--- src/oale_pkg.sv ---
// Shared types and codes for the ordered array list engine.
// No dependencies.
package oale_pkg;

	typedef logic [2:0]         func_t;
	typedef logic [1:0]         status_t;
	typedef logic signed [11:0] index_t;
	typedef logic signed [31:0] word_t;

	localparam func_t FN_APPEND     = 3'd0;
	localparam func_t FN_FIND       = 3'd1;
	localparam func_t FN_REMOVE_AT  = 3'd2;
	localparam func_t FN_REMOVE_ALL = 3'd3;
	localparam func_t FN_INSERT_AT  = 3'd4;
	localparam func_t FN_READ_AT    = 3'd5;

	localparam status_t STAT_OK      = 2'd0;
	localparam status_t STAT_RANGE   = 2'd1;
	localparam status_t STAT_FULL    = 2'd2;
	localparam status_t STAT_IGNORED = 2'd3;

endpackage

--- src/oale_ctrl.sv ---
// Sequencer: decodes requests, walks the store one access per cycle,
// shifts or compacts words and forms the result. Depends on oale_pkg.
module oale_ctrl #(
	parameter int CAPACITY = 1024,
	parameter int AW       = 10,
	parameter int CW       = 11,
	parameter int PW       = 11
) (
	input  logic                  clk,
	input  logic                  arst_n,
	input  logic                  start,
	output logic                  busy,
	input  oale_pkg::func_t       func,
	input  oale_pkg::index_t      index,
	input  oale_pkg::word_t       value,
	output logic                  done,
	output oale_pkg::status_t     status,
	output logic signed [PW-1:0]  position,
	output oale_pkg::word_t       element,
	output logic [CW-1:0]         count,
	output logic                  mem_we,
	output logic [AW-1:0]         mem_waddr,
	output oale_pkg::word_t       mem_wdata,
	output logic                  mem_re,
	output logic [AW-1:0]         mem_raddr,
	input  oale_pkg::word_t       mem_rdata
);
	import oale_pkg::*;

	localparam int XW = (CW > 11) ? CW : 11;

	localparam logic [1:0] S_IDLE = 2'd0;
	localparam logic [1:0] S_RUN  = 2'd1;
	localparam logic [1:0] S_PUT  = 2'd2;

	logic [1:0]    st_q, st_d;
	func_t         op_q, op_d;
	word_t         val_q, val_d;
	logic [AW-1:0] rp_q, rp_d;
	logic [AW-1:0] last_q, last_d;
	logic          up_q, up_d;
	logic          issue_q, issue_d;
	logic          v_s1, v_d;
	logic [AW-1:0] addr_s1, addr_d;
	logic [CW-1:0] wp_q, wp_d;
	logic [CW-1:0] cnt_q, cnt_d;
	logic          done_q;
	status_t       status_q;
	logic [PW-1:0] pos_q;
	word_t         elem_q;

	logic          fin;
	status_t       fin_status;
	logic [PW-1:0] fin_pos;
	word_t         fin_elem;

	logic          idx_neg, idx_lt, full, keep;
	logic [AW-1:0] idx_a, cnt_m1;

	assign idx_neg = index[11];
	assign idx_lt  = XW'(index[10:0]) < XW'(cnt_q);
	assign full    = cnt_q == CW'(CAPACITY);
	assign idx_a   = AW'(index[10:0]);
	assign cnt_m1  = AW'(cnt_q - 1'b1);
	assign keep    = mem_rdata != val_q;

	always_comb begin
		st_d       = st_q;
		op_d       = op_q;
		val_d      = val_q;
		rp_d       = rp_q;
		last_d     = last_q;
		up_d       = up_q;
		issue_d    = issue_q;
		v_d        = 1'b0;
		addr_d     = addr_s1;
		wp_d       = wp_q;
		cnt_d      = cnt_q;
		fin        = 1'b0;
		fin_status = STAT_OK;
		fin_pos    = '1;
		fin_elem   = '0;
		mem_we     = 1'b0;
		mem_waddr  = AW'(cnt_q);
		mem_wdata  = value;
		mem_re     = 1'b0;
		mem_raddr  = rp_q;
		case (st_q)
			S_IDLE: begin
				if (start) begin
					op_d  = func;
					val_d = value;
					case (func)
						FN_APPEND: begin
							fin = 1'b1;
							if (full) begin
								fin_status = STAT_FULL;
							end else begin
								mem_we = 1'b1;
								cnt_d  = cnt_q + 1'b1;
							end
						end
						FN_FIND, FN_REMOVE_ALL: begin
							if (cnt_q == '0) begin
								fin = 1'b1;
							end else begin
								st_d    = S_RUN;
								issue_d = 1'b1;
								rp_d    = '0;
								last_d  = cnt_m1;
								up_d    = 1'b1;
								wp_d    = '0;
							end
						end
						FN_REMOVE_AT: begin
							if (idx_neg || !idx_lt) begin
								fin        = 1'b1;
								fin_status = STAT_RANGE;
							end else if (idx_a == cnt_m1) begin
								fin   = 1'b1;
								cnt_d = cnt_q - 1'b1;
							end else begin
								st_d    = S_RUN;
								issue_d = 1'b1;
								rp_d    = idx_a + 1'b1;
								last_d  = cnt_m1;
								up_d    = 1'b1;
							end
						end
						FN_INSERT_AT: begin
							if (idx_neg) begin
								fin        = 1'b1;
								fin_status = STAT_IGNORED;
							end else if (full) begin
								fin        = 1'b1;
								fin_status = STAT_FULL;
							end else if (!idx_lt) begin
								fin    = 1'b1;
								mem_we = 1'b1;
								cnt_d  = cnt_q + 1'b1;
							end else begin
								st_d    = S_RUN;
								issue_d = 1'b1;
								rp_d    = cnt_m1;
								last_d  = idx_a;
								up_d    = 1'b0;
							end
						end
						FN_READ_AT: begin
							if (idx_neg || !idx_lt) begin
								fin        = 1'b1;
								fin_status = STAT_RANGE;
							end else begin
								st_d    = S_RUN;
								issue_d = 1'b1;
								rp_d    = idx_a;
								last_d  = idx_a;
							end
						end
						default: begin
							fin = 1'b1;
						end
					endcase
				end
			end
			S_RUN: begin
				if (issue_q) begin
					mem_re = 1'b1;
					v_d    = 1'b1;
					addr_d = rp_q;
					if (rp_q == last_q) begin
						issue_d = 1'b0;
					end else begin
						rp_d = up_q ? rp_q + 1'b1 : rp_q - 1'b1;
					end
				end
				if (v_s1) begin
					mem_wdata = mem_rdata;
					case (op_q)
						FN_FIND: begin
							if (!keep) begin
								fin     = 1'b1;
								fin_pos = PW'(addr_s1);
							end else if (addr_s1 == last_q) begin
								fin = 1'b1;
							end
						end
						FN_REMOVE_AT: begin
							mem_we    = 1'b1;
							mem_waddr = addr_s1 - 1'b1;
							if (addr_s1 == last_q) begin
								fin   = 1'b1;
								cnt_d = cnt_q - 1'b1;
							end
						end
						FN_REMOVE_ALL: begin
							mem_we    = keep;
							mem_waddr = AW'(wp_q);
							wp_d      = wp_q + CW'(keep);
							if (addr_s1 == last_q) begin
								fin   = 1'b1;
								cnt_d = wp_q + CW'(keep);
							end
						end
						FN_INSERT_AT: begin
							mem_we    = 1'b1;
							mem_waddr = addr_s1 + 1'b1;
							if (addr_s1 == last_q) begin
								st_d = S_PUT;
							end
						end
						default: begin
							fin      = 1'b1;
							fin_elem = mem_rdata;
						end
					endcase
					if (fin) begin
						st_d    = S_IDLE;
						issue_d = 1'b0;
						v_d     = 1'b0;
					end
				end
			end
			S_PUT: begin
				mem_we    = 1'b1;
				mem_waddr = last_q;
				mem_wdata = val_q;
				cnt_d     = cnt_q + 1'b1;
				fin       = 1'b1;
				st_d      = S_IDLE;
			end
			default: begin
				st_d = S_IDLE;
			end
		endcase
	end

	always_ff @(posedge clk or negedge arst_n) begin
		if (!arst_n) begin
			st_q    <= S_IDLE;
			issue_q <= 1'b0;
			v_s1    <= 1'b0;
			cnt_q   <= '0;
			done_q  <= 1'b0;
		end else begin
			st_q    <= st_d;
			issue_q <= issue_d;
			v_s1    <= v_d;
			cnt_q   <= cnt_d;
			done_q  <= fin;
		end
	end

	always_ff @(posedge clk) begin
		op_q    <= op_d;
		val_q   <= val_d;
		rp_q    <= rp_d;
		last_q  <= last_d;
		up_q    <= up_d;
		addr_s1 <= addr_d;
		wp_q    <= wp_d;
		if (fin) begin
			status_q <= fin_status;
			pos_q    <= fin_pos;
			elem_q   <= fin_elem;
		end
	end

	assign busy     = st_q != S_IDLE;
	assign done     = done_q;
	assign status   = status_q;
	assign position = pos_q;
	assign element  = elem_q;
	assign count    = cnt_q;

endmodule

--- config.mk ---
export PLATFORM = sky130hd
export DESIGN_NAME = oale_ctrl
export DESIGN_NICKNAME = d
export VERILOG_FILES = /design/src/oale_pkg.sv /design/src/oale_ctrl.sv
export SDC_FILE = /design/constraint.sdc
export NUM_CORES = 1
export LEC_CHECK = 0
export ABC_CLOCK_PERIOD_IN_PS = 7330
export BUFFER_PORTS_ARGS = -buffer_cell sky130_fd_sc_hd__buf_2
export CAP_MARGIN = 25
export CORE_ASPECT_RATIO = 0.6
export CORE_UTILIZATION = 50
export CTS_CLUSTER_DIAMETER = 120
export DETAILED_ROUTE_END_ITERATION = 16
export GPL_TIMING_DRIVEN = 0
export PLACE_DENSITY = 0.77
export SYNTH_ARGS = -nofsm -noshare
export SYNTH_HDL_FRONTEND = slang
export SYNTH_SLANG_ARGS = --single-unit
--- constraint.sdc ---
create_clock -name clk -period 7.33 [get_ports clk]
set_clock_uncertainty 0.2 [all_clocks]
set_input_delay 1.466 -clock clk [delete_from_list [all_inputs] [get_ports clk]]
set_output_delay 1.466 -clock clk [all_outputs]
set_load 0.01 [all_outputs]
==> results.yml <==
synth:
  synth_seq_area_share_pct: 41.41
  synth_top_area_share_pct: 37.33
  yosys-top-cells-area: "edfxtp_1, xnor2_1, nand2_1, ha_1, o21ai_0"
  synth_simple_gate_area_share_pct: 19.53
  synth_compound_area_share_pct: 18.07
  synth_top_family_by_area: "simple AND/OR/NAND/NOR gates"
  yosysUniqueCellTypes: 74
  netlist_area_sq_um: 9813
  post_synth_fa_ha_maj_area_fraction_pct: 5.126
  synthCells: 1097
  async_flop_share_pct: 11.59
  synth_warnings: 0
  synthFlopType: "edfxtp_1"
  syn_avg_cell_area_sq_um: 8.945
  ys_ff_latch: 138
  yosysTopAreaCell: "edfxtp_1"
  synth_nets: 1218
  synthMostInstantiatedCell: "nand2_1"
  synthXorXnorAreaFrac_pct: 9.767
  synthTopCellsByCount: "nand2_1, edfxtp_1, o21ai_0"
  synth-edff-count: 122
  synth.area.mux_share_pct: 0.3315
detailed_routing:
  ant_nets: 0
  routed_wl_microns: 34360
  via_count: 9680
  drt-initial-drc-count: 1374
  via_per_inst: 6.088
  drc: 0
  dr.pass1.iters: 6
  wl_per_cell_microns: 21.61
setup_path:
  cp_top_family: "compound AO/OA/AOI/OAI gates"
  crit_required_ns: 5.66
  critPathMaxFanout: 9
  critPathLaunchType: "register"
  crit_chain: "nand2b_1 > nor2_1 > inv_1 > ha_1 > nor2b_1 > o21ai_0 > a21boi_0 > o21ai_0 > a21boi_0 > o31ai_1 > nand2_1 > a31oi_1 > buf_2"
  cp_slowest_cell: "nor2_1"
  slowest_delay_ns: 0.55
  crit_type: "register to output port"
  path_buf_inv: 2
  worstSetupEndpointType: "output port"
  arrival_ns: 4.52
  rr_startpoint: "count[0]"
  startpoint: "op_q[1]"
power_and_ir_drop:
  p_comb_share_pct: 54.4
  netSwitchingFraction_pct: 46.96
  ir_drop_uv: 221.7
  cell_internal_pwr_uw: 2704
  total_leakage_power_uw: 0.004577
  p_seq_share_pct: 27.9
  clockPowerShare_pct: 17.7
  power_density_nw_per_um2: 433.8
  p_switching_uw: 2394
cts:
  htree_levels: 4
  numCtsBuffers: 17
  cts.repair.resized: 0
  cts_hold_buf: 0
  cts_setup_buffers: 0
  clock-sinks: 138
  clockBufferDepth: 2
  ctsRootBufferMaster: "clkbuf_16"
  clock_latency_ns: 0.45
  cts_tree: "yes"
  cts.reportedPaths.clkPinSlew_ns: 0.06
timing:
  clock.fmax_mhz: 161.8
  period_needed_ns: 6.181
  finalWorstSetupSlack_ns: 1.149
  rsz0062_at_grt: "false"
  setup_violations: 0
  finalHoldViolations: 0
  final_max_slew_viol_count: 0
  worst_slew_pin_slew_ns: 0.9521
  relSlewSlack_pct: 36.29
  hold_ws_ns: 0.3879
  timing.final.crit_share_pct: 84.33
global_route:
  antenna_found_initial: 1
  grt_pass1_vias: 8787
  grt_use_total_pct: 34.36
  overflow: 0
  grt_max_degree: 41
  grt_pass1_wl_microns: 51550
finish:
  layout.nets: 1432
  final_area_sq_um: 11750
  area_delta_synth_final_pct: 19.75
  diodes: 0
  drive_gt1_share_pct: 19.64
placement:
  gp_congestion: 1.016
  dpl_worst_slack_ns: 1.748
  hpwl_microns: 26390
  portBuffers: 193
  place_area_sq_um: 11150
floorplanning:
  die_h_microns: 110.5
  ios: 194
  rows: 39
  core_sq_um: 19130
  start_util_pct: 51.30
  die_x_microns: 182.9
  die_area_sq_um: 20210
job:
  cap_violations: 0
worst_hold_path:
  hold_start: "mem_raddr[2]"
  hp-class: "register to register"
outcome:
  status: "complete, no violations"
[layout by cell type (no fill, tap or decap), drive strengths merged, types with 35 or more instances in the layout]
master / count
buf: 206
edfxtp: 122
and2: 43
nand2: 138
o211ai: 35
xnor2: 75
nand3: 53
a21oi: 64
nor2: 81
inv: 70
o21ai: 89
clkbuf: 71
ha: 37
[metal layers]
layer	up-vias	track usage, %	wire (microns)
li1	4353	-	-
met3	62	11.77	5222
met1	4560	54.13	15530
met4	0	7.944	497
met2	705	43.87	13110
met5	-	0	0
[through the flow]
| step | total power [uW] | std cells | util (%) | TNS (ns) |
|---|---|---|---|---|
| after floorplan | 3071 | 1097 | - | 0 |
| after global placement | 4048 | 1556 | 58.09 | -9.506 |
| after detailed placement | 4099 | 1558 | 58.29 | 0 |
| after CTS | 5016 | 1590 | 61.43 | 0 |
| after global routing | 5356 | 1590 | 61.43 | 0 |
| final | 5097 | 1590 | 61.43 | 0 |
[final cells by class]
type,count,area (sq um)
tap,266,332.8
multi-input combinational,826,5195
inverter,69,259.0
clock buffer,18,429.2
buffer,64,306.5
timing repair buffer,195,993.5
clock inverter,14,171.4
sequential,138,4064
fill,1721,7377
[sequential cells by signal, summed over array words and instances, names as in the netlist]
signal     count
last_q        10
done           1
val_q         32
issue_q        1
mem_raddr     10
element       32
wp_q          11
status         2
count         11
position      11
up_q           1
st_q           2
addr_s1       10
op_q           3
v_s1           1
[power by group through the flow]
stage	clock network [uW]	logic [uW]	registers, uW
CTS	912	2690	1410
detailed placement	0	2670	1420
finish	902	2770	1420
global route	945	2970	1440
global placement	0	2620	1430
floorplan	0	1630	1440
[worst paths after layout]
path	slack (ns)	cells past startpoint	end
min	0.39	0	addr_s1[2]
min in group asynchronous	0.77	1	count[6]
max reg2reg	2.22	12	element[26]
min reg2reg	0.39	0	addr_s1[2]
max in group asynchronous	5.83	1	issue_q
max	1.15	13	mem_waddr[6]
[logic make-up after synthesis]
kind of cell    count (synthesis)
xor+xnor                      106
simple gates                  394
mux                             3
fa+ha+maj                      39
compound gates                284
flops                         138
buf+inv                       133
(Power assumes the default switching activity.)
